$ cat config.mk
export PLATFORM = sky130hd
export DESIGN_NAME = delimited_field_splitter_unit
export DESIGN_NICKNAME = d
export VERILOG_FILES = /design/src/hw/rtl/dfs_pkg.sv /design/src/hw/rtl/delimited_field_splitter_unit.sv /design/src/hw/rtl/dfs_front.sv /design/src/hw/rtl/dfs_queue.sv /design/src/hw/rtl/dfs_back.sv
export SDC_FILE = /design/constraint.sdc
export NUM_CORES = 1
export LEC_CHECK = 0
export BUFFER_PORTS_ARGS = -buffer_cell sky130_fd_sc_hd__buf_2
export CORE_MARGIN = 2
export CORE_UTILIZATION = 60
export CTS_CLUSTER_DIAMETER = 50
export CTS_CLUSTER_SIZE = 14
export DETAILED_ROUTE_END_ITERATION = 7
export GPL_TIMING_DRIVEN = 0
export PLACE_DENSITY = 0.79
export SETUP_SLACK_MARGIN = 0.3
export SYNTH_ARGS = -nofsm -noshare
export SYNTH_HDL_FRONTEND = slang
export SYNTH_HIERARCHICAL = 1
export SYNTH_SLANG_ARGS = --single-unit
$ cat constraint.sdc
create_clock -name clk -period 4.35 [get_ports clk]
set_input_delay 0.2175 -clock clk [delete_from_list [all_inputs] [get_ports clk]]
set_output_delay 0.2175 -clock clk [all_outputs]
set_load 0.02 [all_outputs]
$ cat src/hw/rtl/dfs_pkg.sv
// ---------------------------------------------------------------------------
// dfs_pkg
// Shared constants and types of the delimited field splitter.
// ---------------------------------------------------------------------------
package dfs_pkg;

	localparam int MAXF    = 64;
	localparam int MAXLEN  = 256;
	localparam int FIELD_W = $clog2(MAXF);
	localparam int LEN_W   = $clog2(MAXLEN);

	localparam int IDX_W   = 6;
	localparam int BYTE_W  = 8;

	localparam logic [BYTE_W-1:0] QUOTE_BYTE  = 8'h22;
	localparam logic [BYTE_W-1:0] DELIM_RESET = 8'd44;

	localparam int QDEPTH = 4;
	localparam int QPTR_W = $clog2(QDEPTH);

	// result slots of one byte, emitted lowest first
	localparam int SLOT_OPEN  = 0;
	localparam int SLOT_DATA  = 1;
	localparam int SLOT_CLOSE = 2;
	localparam int SLOT_MARK  = 3;
	localparam int NSLOT      = 4;

	typedef struct packed {
		logic [IDX_W-1:0]  field_index;
		logic [BYTE_W-1:0] data;
		logic              err;
		logic              line_end;
		logic              close_quote;
		logic [NSLOT-1:0]  slots;
	} desc_t;

	typedef struct packed {
		logic  valid;
		desc_t desc;
	} push_t;

	typedef struct packed {
		logic  valid;
		desc_t desc;
	} head_t;

endpackage

$ cat src/hw/rtl/delimited_field_splitter_unit.sv
// ---------------------------------------------------------------------------
// delimited_field_splitter_unit
// Splits a byte stream line into quoted fields at a programmable delimiter.
// ---------------------------------------------------------------------------
//   port group  dir  content
//   s_*         in   one line byte per transaction, tlast on the final byte
//   m_*         out  one result per transaction, tlast on the last of a byte
//   cfg_*       in   delimiter write, 8 bits
//
// One byte per cycle while each byte yields one result and m_tready stays high;
// a byte with several results holds the output for each of them in turn,
// absorbed by a 4-entry descriptor queue. The output register port sets the rate.
// An input byte passes the descriptor queue and then the output register.
// arst_n clears line state, queue and output valid; delimiter resets to ','.
// s_tready drops only while the descriptor queue is full.
// ---------------------------------------------------------------------------
module delimited_field_splitter_unit (
	input  logic        clk,
	input  logic        arst_n,
	input  logic        s_tvalid,
	output logic        s_tready,
	input  logic [7:0]  s_tdata,   // data_byte
	input  logic        s_tlast,   // line_last
	output logic        m_tvalid,
	input  logic        m_tready,
	output logic [15:0] m_tdata,   // field_index[5:0], value_byte[13:6], zero[15:14]
	output logic [3:0]  m_tuser,   // byte_valid, field_end, line_end, overflow_error
	output logic        m_tlast,   // last_of_run
	input  logic        cfg_valid,
	output logic        cfg_ready,
	input  logic [7:0]  cfg_data   // delimiter
);
	import dfs_pkg::*;

	logic [BYTE_W-1:0] delim_q;
	logic              q_full, pop, accept;
	push_t             push;
	head_t             head;

	assign cfg_ready = 1'b1;
	assign s_tready  = !q_full;
	assign accept    = s_tvalid && s_tready;

	always_ff @(posedge clk or negedge arst_n) begin
		if (!arst_n) begin
			delim_q <= DELIM_RESET;
		end else if (cfg_valid && cfg_ready) begin
			delim_q <= cfg_data;
		end
	end

	dfs_front u_front (
		.clk       (clk),
		.arst_n    (arst_n),
		.accept    (accept),
		.data_byte (s_tdata),
		.line_last (s_tlast),
		.delimiter (delim_q),
		.push      (push)
	);

	dfs_queue u_queue (
		.clk    (clk),
		.arst_n (arst_n),
		.push   (push),
		.pop    (pop),
		.full   (q_full),
		.head   (head)
	);

	dfs_back u_back (
		.clk      (clk),
		.arst_n   (arst_n),
		.head     (head),
		.pop      (pop),
		.m_tvalid (m_tvalid),
		.m_tready (m_tready),
		.m_tdata  (m_tdata),
		.m_tuser  (m_tuser),
		.m_tlast  (m_tlast)
	);

endmodule

$ cat src/hw/rtl/dfs_front.sv
// ---------------------------------------------------------------------------
// dfs_front
// Classifies each input byte against the line state and issues one
// descriptor of the results it causes, if it causes any.
// ---------------------------------------------------------------------------
module dfs_front (
	input  logic                       clk,
	input  logic                       arst_n,
	input  logic                       accept,
	input  logic [dfs_pkg::BYTE_W-1:0] data_byte,
	input  logic                       line_last,
	input  logic [dfs_pkg::BYTE_W-1:0] delimiter,
	output dfs_pkg::push_t             push
);
	import dfs_pkg::*;

	logic               in_field_q, in_quote_q, err_q;
	logic [FIELD_W-1:0] cf_q;
	logic [LEN_W-1:0]   kl_q;
	logic [BYTE_W-1:0]  lkb_q;

	logic               in_field_n, in_quote_n, err_n;
	logic [FIELD_W-1:0] cf_n;
	logic [LEN_W-1:0]   kl_n, kl_base;
	logic [BYTE_W-1:0]  lkb_n;
	logic               do_app, close_q, err_step;
	logic [NSLOT-1:0]   slots;

	always_comb begin
		in_field_n = in_field_q;
		in_quote_n = in_quote_q;
		err_n      = err_q;
		cf_n       = cf_q;
		kl_n       = kl_q;
		lkb_n      = lkb_q;
		kl_base    = kl_q;
		do_app     = 1'b0;
		close_q    = 1'b0;
		slots      = '0;
		if (!err_q) begin
			if (in_field_q && in_quote_q) begin
				do_app = 1'b1;
				if (data_byte == QUOTE_BYTE) begin
					in_quote_n = 1'b0;
				end
			end else if (data_byte == delimiter) begin
				if (cf_q >= FIELD_W'(MAXF - 1)) begin
					err_n           = 1'b1;
					in_field_n      = 1'b0;
					in_quote_n      = 1'b0;
					slots[SLOT_MARK] = 1'b1;
				end else begin
					slots[SLOT_CLOSE] = 1'b1;
					close_q           = in_field_q && (lkb_q != QUOTE_BYTE);
					in_field_n        = 1'b0;
					in_quote_n        = 1'b0;
					cf_n              = cf_q + FIELD_W'(1);
				end
			end else if (!in_field_q) begin
				in_field_n = 1'b1;
				kl_base    = '0;
				do_app     = 1'b1;
				if (data_byte == QUOTE_BYTE) begin
					in_quote_n = 1'b1;
				end else begin
					slots[SLOT_OPEN] = 1'b1;
				end
			end else begin
				do_app = 1'b1;
			end
			if (do_app) begin
				kl_n = kl_base;
				if (kl_base < LEN_W'(MAXLEN - 1)) begin
					slots[SLOT_DATA] = 1'b1;
					kl_n             = kl_base + LEN_W'(1);
					lkb_n            = data_byte;
				end
			end
			if (line_last && in_field_n) begin
				slots[SLOT_CLOSE] = 1'b1;
				close_q           = (lkb_n != QUOTE_BYTE);
				in_field_n        = 1'b0;
				in_quote_n        = 1'b0;
			end
		end
		err_step = err_n;
		if (line_last) begin
			if (slots == '0) begin
				slots[SLOT_MARK] = 1'b1;
			end
			in_field_n = 1'b0;
			in_quote_n = 1'b0;
			err_n      = 1'b0;
			cf_n       = '0;
			kl_n       = '0;
			lkb_n      = '0;
		end
	end

	always_comb begin
		push.valid            = accept && (slots != '0);
		push.desc.field_index = IDX_W'(cf_q);
		push.desc.data        = data_byte;
		push.desc.err         = err_step;
		push.desc.line_end    = line_last;
		push.desc.close_quote = close_q;
		push.desc.slots       = slots;
	end

	always_ff @(posedge clk or negedge arst_n) begin
		if (!arst_n) begin
			in_field_q <= 1'b0;
			in_quote_q <= 1'b0;
			err_q      <= 1'b0;
			cf_q       <= '0;
			kl_q       <= '0;
			lkb_q      <= '0;
		end else if (accept) begin
			in_field_q <= in_field_n;
			in_quote_q <= in_quote_n;
			err_q      <= err_n;
			cf_q       <= cf_n;
			kl_q       <= kl_n;
			lkb_q      <= lkb_n;
		end
	end

endmodule

$ cat src/hw/rtl/dfs_queue.sv
// ---------------------------------------------------------------------------
// dfs_queue
// Short descriptor queue between the front and the back.
// ---------------------------------------------------------------------------
module dfs_queue (
	input  logic           clk,
	input  logic           arst_n,
	input  dfs_pkg::push_t push,
	input  logic           pop,
	output logic           full,
	output dfs_pkg::head_t head
);
	import dfs_pkg::*;

	desc_t             entry_q [QDEPTH];
	logic [QPTR_W-1:0] wr_ptr_q, rd_ptr_q;
	logic [QPTR_W:0]   count_q;
	logic              do_push, do_pop;

	assign full       = (count_q == (QPTR_W + 1)'(QDEPTH));
	assign do_push    = push.valid && !full;
	assign do_pop     = pop && (count_q != '0);
	assign head.valid = (count_q != '0);
	assign head.desc  = entry_q[rd_ptr_q];

	always_ff @(posedge clk) begin
		if (do_push) begin
			entry_q[wr_ptr_q] <= push.desc;
		end
	end

	always_ff @(posedge clk or negedge arst_n) begin
		if (!arst_n) begin
			wr_ptr_q <= '0;
			rd_ptr_q <= '0;
			count_q  <= '0;
		end else begin
			if (do_push) begin
				wr_ptr_q <= wr_ptr_q + QPTR_W'(1);
			end
			if (do_pop) begin
				rd_ptr_q <= rd_ptr_q + QPTR_W'(1);
			end
			case ({do_push, do_pop})
				2'b10:   count_q <= count_q + (QPTR_W + 1)'(1);
				2'b01:   count_q <= count_q - (QPTR_W + 1)'(1);
				default: count_q <= count_q;
			endcase
		end
	end

endmodule

$ cat src/hw/rtl/dfs_back.sv
// ---------------------------------------------------------------------------
// dfs_back
// Expands the head descriptor into result transactions, one per cycle
// while the output is not stalled, into the output register.
// ---------------------------------------------------------------------------
module dfs_back (
	input  logic                       clk,
	input  logic                       arst_n,
	input  dfs_pkg::head_t             head,
	output logic                       pop,
	output logic                       m_tvalid,
	input  logic                       m_tready,
	output logic [15:0]                m_tdata,
	output logic [3:0]                 m_tuser,
	output logic                       m_tlast
);
	import dfs_pkg::*;

	logic [NSLOT-1:0]  done_q, rem, sel;
	logic              load, run_last;
	logic              valid_q;
	logic [IDX_W-1:0]  idx_q;
	logic [BYTE_W-1:0] val_q, val_n;
	logic              bv_q, fe_q, le_q, err_q, last_q;
	logic              bv_n, fe_n;

	assign rem      = head.desc.slots & ~done_q;
	assign sel      = rem & (~rem + NSLOT'(1));
	assign run_last = ((rem & ~sel) == '0);
	assign load     = head.valid && (!valid_q || m_tready);
	assign pop      = load && run_last;

	always_comb begin
		val_n = '0;
		bv_n  = 1'b0;
		fe_n  = 1'b0;
		if (sel[SLOT_OPEN]) begin
			val_n = QUOTE_BYTE;
			bv_n  = 1'b1;
		end else if (sel[SLOT_DATA]) begin
			val_n = head.desc.data;
			bv_n  = 1'b1;
		end else if (sel[SLOT_CLOSE]) begin
			fe_n = 1'b1;
			if (head.desc.close_quote) begin
				val_n = QUOTE_BYTE;
				bv_n  = 1'b1;
			end
		end
	end

	always_ff @(posedge clk or negedge arst_n) begin
		if (!arst_n) begin
			valid_q <= 1'b0;
			done_q  <= '0;
		end else begin
			if (load) begin
				valid_q <= 1'b1;
				done_q  <= run_last ? '0 : (done_q | sel);
			end else if (m_tready) begin
				valid_q <= 1'b0;
			end
		end
	end

	always_ff @(posedge clk) begin
		if (load) begin
			idx_q  <= head.desc.field_index;
			val_q  <= val_n;
			bv_q   <= bv_n;
			fe_q   <= fe_n;
			le_q   <= head.desc.line_end && run_last;
			err_q  <= head.desc.err;
			last_q <= run_last;
		end
	end

	assign m_tvalid = valid_q;
	assign m_tdata  = {2'b00, val_q, idx_q};
	assign m_tuser  = {err_q, le_q, fe_q, bv_q};
	assign m_tlast  = last_q;

endmodule

Yosys cells after proc, flatten, opt, wreduce, memory -nomap -nowiden
Memory sizes are Yosys's and may differ from the RTL's.
Index checks and enable logic that the tools add are counted.
Storage, ports and cells
  register bits: 64
  RAM bits: 84
  input port bits: 22
  output and inout bits: 24
  word-level logic and storage cells: 144
  memories kept: 1
Memory list
  u_queue.entry_q: words 4, bits a word 21, read ports 1, clocked after Yosys merged registers in 0, wr ports 1, line dfs_queue.sv:15  | desc_t entry_q [QDEPTH];
Operators by class
  add/subtract/negate cells: 7
  order comparisons: 2
  equality and inequality tests: 12
  muxes and demuxes: 69
  bitwise gates (word level): 7
  reductions and logical operators: 27
Operators by type and width (count)
  2-to-1 mux 8 bit: 15
  2-to-1 mux 1 bit: 43
  2-to-1 mux 6 bit: 6
  inequality test 8 x 6 -> 1 bit (second input constant): 2
  AND 4 bit: 3
  inverter 4 bit: 3
  logical AND 1 bit: 10
  AND reduction 5 bit: 2
  adder 8 x 1 -> 8 bit (second input constant): 1
  equality test 8 x 6 -> 1 bit (second input constant): 1
  equality test 8 bit: 1
  logical NOT 4 bit: 2
  less-than comparator 8 bit (second input constant): 1
  2-to-1 mux 4 bit: 2
  nonzero test 2 bit: 4
  adder 6 x 1 -> 6 bit (second input constant): 1
  >= comparator 6 bit (second input constant): 1
  inequality test 2 bit (second input constant): 3
  case mux 3 bit (2 select lines): 1
  inequality test 5 bit (second input constant): 1
  nonzero test 5 bit: 1
  adder 2 x 1 -> 2 bit (second input constant): 2
  adder 4 x 1 -> 4 bit (second input constant): 1
  2-to-1 mux 2 bit: 2
  other kinds (14): 15

Longest topological paths before layout
Gate-level depths: netlist of run 1.
  word-level depth: 16
  mapped depth: 19
  mapped depth without buffers: 18

Cells and area by module
Netlist of run 1, hierarchy kept.
By module, submodules not included
  dfs_queue: instances 1, cells an instance 147, area an instance 3497.1 µm²
  dfs_front: instances 1, cells an instance 177, area an instance 1652.8 µm²
  dfs_back: instances 1, cells an instance 78, area an instance 1022.2 µm²
  delimited_field_splitter_unit: instances 1, cells an instance 21, area an instance 356.6 µm²

Least setup slack after synthesis of run 1
Ideal clock, no wire load.
  kind: register to register
  from: reg delim_q[2]
  to: reg u_queue.count_q[2]
  setup time: 0.079 ns
  arrival: 3.468 ns
  data required time: 4.271 ns
  slack: 0.803 ns
  stages on the path, launching flop included: 20
  buffers on the path: 1
  period minus slack after synthesis: 3.547 ns
  path through: dfstp_2 > xnor2_1 > nand4_2 > o21ai_2 > buf_2 > and2_1 > ha_1 > nand3_1 > nor2_1 > nand2_1 > a21oi_4 > a21oi_1 > nor2b_2 > inv_1 > ha_1 > inv_1 > fa_1 > xor2_1 > nor2_1 > xor2_1
RTL lines
  start, declared: line delimited_field_splitter_unit.sv:35  | logic [BYTE_W-1:0] delim_q;
  start signal, assigned: line delimited_field_splitter_unit.sv:48  | delim_q <= cfg_data;
  end signal, assigned: line dfs_queue.sv:45  | 2'b10: count_q <= count_q + (QPTR_W + 1)'(1);
  end signal, assigned: line dfs_queue.sv:46  | 2'b01: count_q <= count_q - (QPTR_W + 1)'(1);
  end signal, assigned: line dfs_queue.sv:47  | default: count_q <= count_q;
  end, declared: line dfs_queue.sv:17  | logic [QPTR_W:0] count_q;

==> results of run 1 <==
==> sequential cells by signal, summed over array words and instances, names as in the netlist, 2 cells and up <==
signal,count
u_front/cf_q,6
u_queue/entry_q,84
u_back/idx_q,6
u_back/val_q,8
u_queue/wr_ptr_q,2
u_queue/count_q,3
delim_q,8
u_front/lkb_q,8
u_queue/rd_ptr_q,2
u_back/done_q,4
u_front/kl_q,8
==> worst paths after layout <==
kind / slack [ns] / cells past startpoint / from / endpoint
setup / recovery: 0.48 / 19 / delim_q[5] / u_queue/count_q[2]
hold / removal: 0.02 / 2 / cfg_valid / delim_q[6]
setup reg to reg: 0.48 / 19 / delim_q[5] / u_queue/count_q[2]
hold reg to reg: 0.48 / 1 / u_back/done_q[3] / u_back/done_q[3]
max in group asynchronous: 3.22 / 2 / arst_n / u_front/cf_q[5]
min in group asynchronous: 0.44 / 2 / arst_n / u_back/done_q[1]
==> worst max-delay path: stages (launching register included) <==
cell and delay (ns):
dfstp_2 0.56, xnor2_1 0.16, nand4_2 0.21, o21ai_2 0.19, buf_4 0.19, and2_1 0.14, ha_2 0.22, nand3_1 0.16
nor2_4 0.19, nand2_2 0.12, a21oi_4 0.15, a21oi_1 0.11, nor2b_2 0.25, inv_1 0.08, ha_1 0.17, inv_1 0.06
fa_1 0.37, xor2_1 0.15, nor2_1 0.14, xor2_1 0.17
==> timing repair <==
action | 4_1_cts | 5_1_grt
setup endpoints to repair | 1 | 86
buffers inserted | 1 | 5
hold buffers | 25 | 0
gates resized for setup | 2 | 4
pin swaps | 1 | 4
endpoints found under the hold margin | 65 | 0
==> cell type report <==
type                       instances  area [µm²]  share of cell area
clock inverter                    14       160.2             0.02054
tap                              140       175.2             0.02247
timing repair buffer              71       495.5             0.06355
multi-input combinational        228        2009              0.2577
clock buffer                      18       417.9             0.05360
sequential                       148        4223              0.5416
inverter                          17       63.81            0.008185
buffer                            31       251.5             0.03226
==> through the flow <==
| stage | util | cells | worst slack [ns] | instance area (µm²) |
|---|---|---|---|---|
| floorplan | - | 424 | 0.8027 | 6533 |
| global placement | 0.6429 | 604 | 0.3770 | 6908 |
| detailed placement | 0.6429 | 604 | 0.2386 | 6908 |
| CTS | 0.7211 | 662 | 0.3635 | 7749 |
| global route | 0.7255 | 667 | 0.2668 | 7796 |
| finish | 0.7255 | 667 | 0.4827 | 7796 |
==> cell families (layout without fill, tap and decap cells) <==
kind of cell | Yosys count | after routing | synth area share
simple gates | 102 | 102 | 0.09122
buf+inv | 48 | 151 | 0.04791
flops | 148 | 148 | 0.6468
fa+ha+maj | 9 | 9 | 0.01821
other cells | 2 | 3 | 0.001150
compound gates | 62 | 62 | 0.07015
xor+xnor | 18 | 18 | 0.02415
mux | 34 | 34 | 0.1004
==> per-layer routing <==
| layer | wire length [µm] | GRT usage |
|---|---|---|
| met5 | 0 | 0 |
| met4 | 357 | 0.1163 |
| met3 | 685 | 0.05847 |
| met2 | 7046 | 0.4173 |
| met1 | 5056 | 0.2843 |
==> power by group through the flow <==
stage          combinational [mW]  clock [mW]  sequential (mW)
3_3_place_gp                 1.48           0             2.12
6_report                     1.59        1.42             2.14
2_1_floorplan                1.08           0             2.20
5_1_grt                      1.74        1.50             2.17
4_1_cts                      1.61        1.44             2.14
3_5_place_dp                 1.55           0             2.16
==> cell usage in the layout (no fill, tap or decap), drive strengths merged, types with 4 or more instances in the layout <==
cell,count
xnor2,15
a31oi,5
and2,9
nor4b,4
clkinv,7
buf,76
inv,18
nor2,14
and3,11
mux2,9
a21oi,15
dfrtp,42
ha,7
mux4,21
nand2,22
nand2b,6
o21ai,12
clkbuf,19
a22o,9
nand4,7
nor3,4
dlygate4sd3,25
nor2b,5
mux2i,4
edfxtp,103
nand3,13
==> run metrics, run 1 <==
CTS tree=yes; RSZ-0062 raised after global routing=false; max-slew violations=0; post-synthesis instance area=0.006529 mm²; sequential-to-total area share from yosys stat=0.6468; Die Wd=108.3 µm; GPL Wtd Cong=0.7977; ANT nets after route=0; TritonCTS Buffers=17; total power=5.156 mW; share of cells above drive strength 1=0.3131; worst-margin pin slew=1.129 ns; first-pass GRT wire length=20370 µm; Final Hold Fails=0; asr flop ratio synth=0.3041; Final HPWL DP=8247 µm; endpoints failing setup=0; Post-synth EDFFs=103; Nets=544; setup TNS=0 ns; max cap viols=0; Synth Warn #=6; ys flop type=edfxtp_1; total die area=0.01173 mm²; fillers=661; CP endpoint kind=flop; final WL=13150 µm; Clock Path Buffers=2; main area contributors after synthesis=edfxtp_1 (47%), dfrtp_1 (16%), mux4_2 (6.2%); Cell Pwr Density=661.4 mW/mm²; FMAX=0.2586 GHz; Hold Path Class=in2reg; Die Y=108.3 µm; Logic pwr share=0.309; final period utilization=0.8890; Avg Vias per Cell=5.874; Clk pwr share=0.275; Fin Hold WS=0.02222 ns; leading area contributor after synthesis=edfxtp_1; crit-path max FO=10; largest net degree at the start of global routing=46; Fin Clk Skew=0.009100 ns; residual DRC count=0; initial antenna violation count=0; Syn Inst Count=423; register clock-pin slew on the reported worst setup and hold paths=0.06 ns; Starting DRT DRC Count=243; latest clock arrival within the worst-skew pair=0.53 ns; status=finished, final reports clean; critical path startpoint category=flop; WP data arrival=4.32 ns; DRT Pass-1 Iters=5; Initial Utilization=0.6076; P_sw=1.611 mW; std cell rows=38; Netlist cell types=64; Flop pwr share=0.415; Req. time, crit path=4.80 ns; top cells by count, synth=edfxtp_1 (103), dfrtp_1 (42), nand2_1 (22); Crit Path Class=reg2reg; htree depth=4; Static Leakage=3.063 nW; VDD IR max=0.3397 mV; DR WL/cell=19.71 µm; Vias=3918; total core area=0.01075 mm²; most common cell in the netlist=edfxtp_1; Sink Count=148; Seq cells post-synth=148; Net Sw Frac=0.3125; vias in the first global route=3915; gr usage total=0.2414; # IOs=46; synthesized area per cell=15.43 µm²; area growth from synthesis to layout=19.41%; ANT cells=0; grt ovf=0; PortBufs=40; min Tclk post-route=3.867 ns; top-area cell type share of the netlist area=0.4737; root buffer cell=clkbuf_8; Slew headroom=0.2470; Pint=3.545 mW
Power figures use the tool's default switching activity.
==> run 2: changes to the inputs <==
CORE_ASPECT_RATIO = 1.75   (was unset)
CTS_BUF_LIST = sky130_fd_sc_hd__clkbuf_4   (was unset)
GPL_ROUTABILITY_DRIVEN = 0   (was unset)
==> run 2 against run 1 <==
Net effect:
- routed wire length fell by 11%
- cell count shrank 1.2%
- clock power shrank 31%
- highest routed layer unchanged
- worst setup slack better by 0.10 ns
- total power down 10%
- register-to-register slack improved by 0.10 ns
- clock skew increased by 0.0098 ns
- critical endpoint unchanged
==> run metrics, run 2 (synthesized netlist as in run 1, its figures left out) <==
grt ovf=0 (unchanged); DRT Pass-1 Iters=4 (-1); Clock Path Buffers=2 (unchanged); latest clock arrival within the worst-skew pair=0.53 ns (about the same); RSZ-0062 raised after global routing=false; Die Y=142.0 µm (+31%); WP buf/inv=3 (unchanged); M3 GR Usage=0.04698 (-0.01149); Static Leakage=2.972 nW (-3.0%); max cap viols=0 (unchanged); Fin Clk Skew=0.01890 ns (+0.009803 ns); CP delay by family, top=simple AND/OR/NAND/NOR gates; max-slew violations=0 (unchanged); Slew headroom=0.2330 (-0.01397); max reg flops=84 (unchanged); hold path cells=4 (+2); register with the most flip-flops=u_queue/entry_q; # IOs=46 (unchanged); VDD IR max=0.2963 mV (-13%); total power=4.640 mW (-10%); first-pass GRT wire length=19510 µm (-4.2%); Starting DRT DRC Count=236 (-2.9%); GR Layer Usage met2=0.3956 (-0.02175); total die area=0.01177 mm² (+0.28%); Sink Count=148 (unchanged); std cell rows=50 (+32%); gr busiest metal=met2; CP max stage cell=dfstp_2; CP cell instances=xnor2_1, nand4_2, o21ai_2, clkbuf_4, and2_1, ha_2, nand3_1, nor2_2, nand2_2, a21oi_4, a21oi_1, nor2b_2, inv_1, ha_1, inv_1, fa_1, xor2_1, nor2_1, xor2_1; Die Wd=82.86 µm (-24%); status=finished, final reports clean; register clock-pin slew on the reported worst setup and hold paths=0.12 ns (+0.06 ns); initial antenna violation count=1 (+1); min Tclk post-route=3.768 ns (-0.09953 ns); PortBufs=40 (unchanged); Hold Path Class=in2reg; vias in the first global route=3910 (-0.13%); ANT nets after route=0 (unchanged); Crit Path Class=reg2reg; residual DRC count=0 (unchanged); Vias=3766 (-3.9%); critical path startpoint category=flop; Final HPWL DP=7975 µm (-3.3%); most used cells in the layout excluding fill and tap cells=edfxtp_1 (103), buf_2 (46), dfrtp_1 (42); Req. time, crit path=4.81 ns (about the same); Avg Vias per Cell=5.715 (-2.7%); crit-path max FO=10 (unchanged); routing usage on met1=0.2394 (-0.04494); commonest non-fill, non-tap cell in the layout=edfxtp_1; post-place setup slack=0.2423 ns (+0.003688 ns); Cell Pwr Density=614.1 mW/mm² (-7.1%); WP depth=19 (unchanged); DR WL/cell=17.80 µm (-9.7%); Initial Utilization=0.6139 (+0.006290); endpoints failing setup=0 (unchanged); total core area=0.01064 mm² (-1.0%); WP data arrival=4.23 ns (-0.09 ns); largest net degree at the start of global routing=46 (unchanged); CP endpoint kind=flop; gr usage total=0.2173 (-0.02406); CTS tree=yes; share of cells above drive strength 1=0.3125 (-0.0005930); FMAX=0.2654 GHz (+2.6%); TritonCTS Buffers=17 (unchanged); worst-margin pin slew=1.150 ns (+0.02095 ns); final period utilization=0.8662 (-0.02288); area growth from synthesis to layout=15.73%; root buffer cell=clkbuf_4; R2R cell count=19 (unchanged); slowest stage delay, CP=0.57 ns (about the same); Final Hold Fails=0 (unchanged); Nets=545 (+0.18%); Final WS setup=0.5822 ns (+0.09953 ns); setup TNS=0 ns (unchanged); htree depth=4 (unchanged); final WL=11730 µm (-11%); R2R setup slack=0.58 ns (+0.10 ns)
==> run 2: metal layers <==
| metal | vias up | part of all wire |
|---|---|---|
| met5 | - | 0 |
| met4 | 0 | 0.023 |
| met3 | 21 | 0.026 |
| met2 | 81 | 0.56 |
| met1 | 1888 | 0.39 |
| li1 | 1776 | - |
==> run 2: stage by stage <==
| stage | cell area [µm²] | utilization | instances | hold slack, ns |
|---|---|---|---|---|
| 6_report | 7556 | 0.7105 | 659 | 0.2004 |
| 3_3_place_gp | 6895 | 0.6484 | 594 | 0.4176 |
| 5_1_grt | 7556 | 0.7105 | 659 | 0.2124 |
| 4_1_cts | 7521 | 0.7072 | 655 | 0.1597 |
| 2_1_floorplan | 6533 | - | 424 | -0.07809 |
| 3_5_place_dp | 6895 | 0.6484 | 594 | 0.4252 |
==> run 2: layout make-up <==
cell class / instances / area (µm²)
clock inverters: 11 / 182.7
diodes: 1 / 2.502
inverters: 17 / 63.81
repair buffers: 72 / 508.0
flip-flops and latches: 148 / 4223
well taps: 130 / 162.7
multi-input cells: 228 / 2004
fillers: 716 / 3079
clock buffers: 21 / 157.7
plain buffers: 31 / 251.5
==> run 2: power breakdown <==
part           internal, mW  leakage [nW]  switching (mW)
sequential             1.96          1.53           0.154
clock                 0.534         0.180           0.441
combinational         0.703          1.26           0.847
total                  3.20          2.97            1.44
==> run 2: timing repair <==
item / 4_1_cts / 5_1_grt
setup endpoints to repair: 1 / 86
hold buffers: 27 / 0
pin swaps: 2 / 1
buffers inserted: 2 / 3
gates cloned: 0 / 0
hold endpoints to repair: 68 / 0
gates resized for setup: 0 / 4
==> run 2: tightest hold or removal path: cells and delay by family <==
kind,cells,cell delay (ns)
AO/OA/AOI/OAI,1,0.09
buffers and inverters,2,0.29
AND/OR/NAND/NOR,1,0.11
==> run 2: final timing paths <==
| check | startpoint | endpoint |
|---|---|---|
| max | delim_q[5] | u_queue/count_q[2] |
| max reg2reg | delim_q[5] | u_queue/count_q[2] |
| max in group asynchronous | arst_n | u_front/cf_q[1] |
| min in group asynchronous | arst_n | u_back/m_tvalid |
| min | s_tvalid | u_front/cf_q[3] |
| min reg2reg | u_queue/count_q[2] | u_queue/count_q[2] |
==> run 3: changes to the inputs <==
CORE_ASPECT_RATIO = 0.8   (was 1.75)
==> run 3 against run 2 <==
Net effect:
- routed wire length is 8.8% higher
- sequential share of layout area is 0.10 points higher
- sequential cell count stayed put
- highest routed layer unchanged
==> run metrics, run 3 (synthesized netlist as in run 1, its figures left out) <==
status=finished, final reports clean; critical path startpoint category=flop; min Tclk post-route=3.895 ns (+0.1274 ns); Die Wd=120.6 µm (+46%); Vias=3915 (+4.0%); Worst Setup SP=delim_q[0]; slowest stage delay, CP=0.42 ns (-0.15 ns); register clock-pin slew on the reported worst setup and hold paths=0.11 ns (about the same); Cell Pwr Density=601.1 mW/mm² (-2.1%); worst-margin pin slew=1.171 ns (+0.02043 ns); crit-path max FO=10 (unchanged); WP depth=19 (unchanged); Die Y=97.30 µm (-31%); max cap viols=0 (unchanged); Req. time, crit path=4.79 ns (-0.02 ns); CTS tree=yes; final WL=12760 µm (+8.8%); std cell rows=34 (-32%); Static Leakage=2.961 nW (-0.35%); Final Hold Fails=0 (unchanged); largest net degree at the start of global routing=46 (unchanged); Clock Path Buffers=2 (unchanged); DRT Pass-1 Iters=5 (+1); Fin Clk Skew=0.01841 ns (-0.0004917 ns); PortBufs=40 (unchanged); register with the most flip-flops=u_queue/entry_q; R2R cell count=19 (unchanged); Avg Vias per Cell=5.800 (+1.5%); setup TNS=0 ns (unchanged); CP endpoint kind=flop; Logic pwr share=0.350 (+0.016); # IOs=46 (unchanged); gr usage total=0.2404 (+0.02310); Flop pwr share=0.469 (+0.013); WP buf/inv=3 (unchanged); Nets=548 (+0.55%); Slew headroom=0.2194 (-0.01362); root buffer cell=clkbuf_4; Fin Hold WS=0.2173 ns (+0.01689 ns); Hold Path Class=in2reg; Final HPWL DP=7956 µm (-0.24%); most used cells in the layout excluding fill and tap cells=edfxtp_1 (103), buf_2 (46), dfrtp_1 (42); Setup crit end=u_queue/count_q[2]; ANT cells=0 (-1); TritonCTS Buffers=17 (unchanged); Crit Path Class=reg2reg; CP delay by family, top=simple AND/OR/NAND/NOR gates; R2R setup slack=0.45 ns (-0.13 ns); Clk pwr share=0.181 (-0.029); total die area=0.01174 mm² (-0.24%); RSZ-0062 raised after global routing=false; final period utilization=0.8954 (+0.02929); max reg flops=84 (unchanged); RR Startpoint=delim_q[0]; WP data arrival=4.33 ns (+0.10 ns); grt ovf=0 (unchanged); commonest non-fill, non-tap cell in the layout=edfxtp_1; DR WL/cell=18.91 µm (+6.2%); area growth from synthesis to layout=15.52%; latest clock arrival within the worst-skew pair=0.53 ns (about the same); VDD IR max=0.2999 mV (+1.2%); Net Sw Frac=0.3302 (+0.01955); worst reg2reg endpoint=u_queue/count_q[2]; share of cells above drive strength 1=0.3202 (+0.007651); FMAX=0.2567 GHz (-3.3%); endpoints failing setup=0 (unchanged); initial antenna violation count=0 (-1); Starting DRT DRC Count=329 (+39%); vias in the first global route=3938 (+0.72%); Initial Utilization=0.6090 (-0.004872); ANT nets after route=0 (unchanged); Sink Count=148 (unchanged); htree depth=4 (unchanged); total core area=0.01072 mm² (+0.80%); CP max stage cell=dfrtp_1; first-pass GRT wire length=20910 µm (+7.2%); P_sw=1.497 mW (+3.9%); CP cell instances=xnor2_1, nand4_2, o21ai_4, buf_4, and2_1, ha_2, nand3_1, nor2_4, nand2_2, a21oi_4, a21oi_1, nor2b_2, inv_1, ha_1, inv_1, fa_1, xor2_1, nor2_1, xor2_1; Pint=3.037 mW (-5.1%); max-slew violations=0 (unchanged); residual DRC count=0 (unchanged)
## run 3: how the worst min path moves through the flow
stage | start | endpoint | slack (ns) | cells after the start
floorplan | arst_n | delim_q[0] | -0.08 | 0
global placement | s_tlast | u_queue/entry_q[2][5] | 0.42 | 1
detailed placement | s_tlast | u_queue/entry_q[2][5] | 0.42 | 1
CTS | s_tvalid | u_front/cf_q[5] | 0.18 | 4
global route | s_tvalid | u_front/cf_q[5] | 0.20 | 4
finish | s_tvalid | u_front/cf_q[5] | 0.22 | 4
## run 3: layer usage
metal | global-route usage | vias up | part of all wire
li1 | - | 1776 | -
met1 | 0.3181 | 1962 | 0.41
met2 | 0.3968 | 151 | 0.51
met3 | 0.06455 | 26 | 0.057
met4 | 0.06708 | 0 | 0.020
met5 | 0 | - | 0
## run 3: power by group through the flow
stage | combinational, mW | clock, mW | sequential, mW
finish | 1.59 | 0.819 | 2.13
global route | 1.74 | 0.900 | 2.17
CTS | 1.58 | 0.835 | 2.12
detailed placement | 1.54 | 0 | 2.15
global placement | 1.48 | 0 | 2.13
floorplan | 1.08 | 0 | 2.20
## run 3: worst reg2reg max path, stage by stage (launching register included)
cell	delay, ns
dfrtp_1	0.42
xnor2_1	0.26
nand4_2	0.23
o21ai_4	0.22
buf_4	0.19
and2_1	0.14
ha_2	0.24
nand3_1	0.16
nor2_4	0.16
nand2_2	0.11
a21oi_4	0.19
a21oi_1	0.09
nor2b_2	0.23
inv_1	0.09
ha_1	0.19
inv_1	0.06
fa_1	0.37
xor2_1	0.15
nor2_1	0.14
xor2_1	0.18
## run 3: final cells by class
| type | instances | area (µm²) |
|---|---|---|
| buffer | 31 | 251.5 |
| clock buffer | 21 | 157.7 |
| clock inverter | 11 | 111.4 |
| fill | 717 | 3178 |
| inverter | 17 | 63.81 |
| multi-input combinational | 228 | 2024 |
| sequential | 148 | 4223 |
| tap | 144 | 180.2 |
| timing repair buffer | 75 | 530.5 |
## run 3: metrics by stage
stage	instance area [µm²]	utilization	total power, mW	std cells	setup WS, ns
final	7542	0.7035	4.534	675	0.4548
after global routing	7542	0.7035	4.810	675	0.2813
after CTS	7477	0.6975	4.537	669	0.3206
after detailed placement	6913	0.6448	3.698	608	0.1683
after global placement	6913	0.6448	3.610	608	0.3669
after floorplan	6533	-	3.274	424	0.8027
## run 3: repair_timing
| action | in CTS | in global routing |
|---|---|---|
| hold buffers | 27 | 0 |
| cloned | 0 | 0 |
| resized for setup | 2 | 6 |
| pin swaps | 2 | 1 |
| setup endpoints to repair | 1 | 45 |
| setup buffers | 2 | 6 |
| hold endpoints to repair | 64 | 0 |
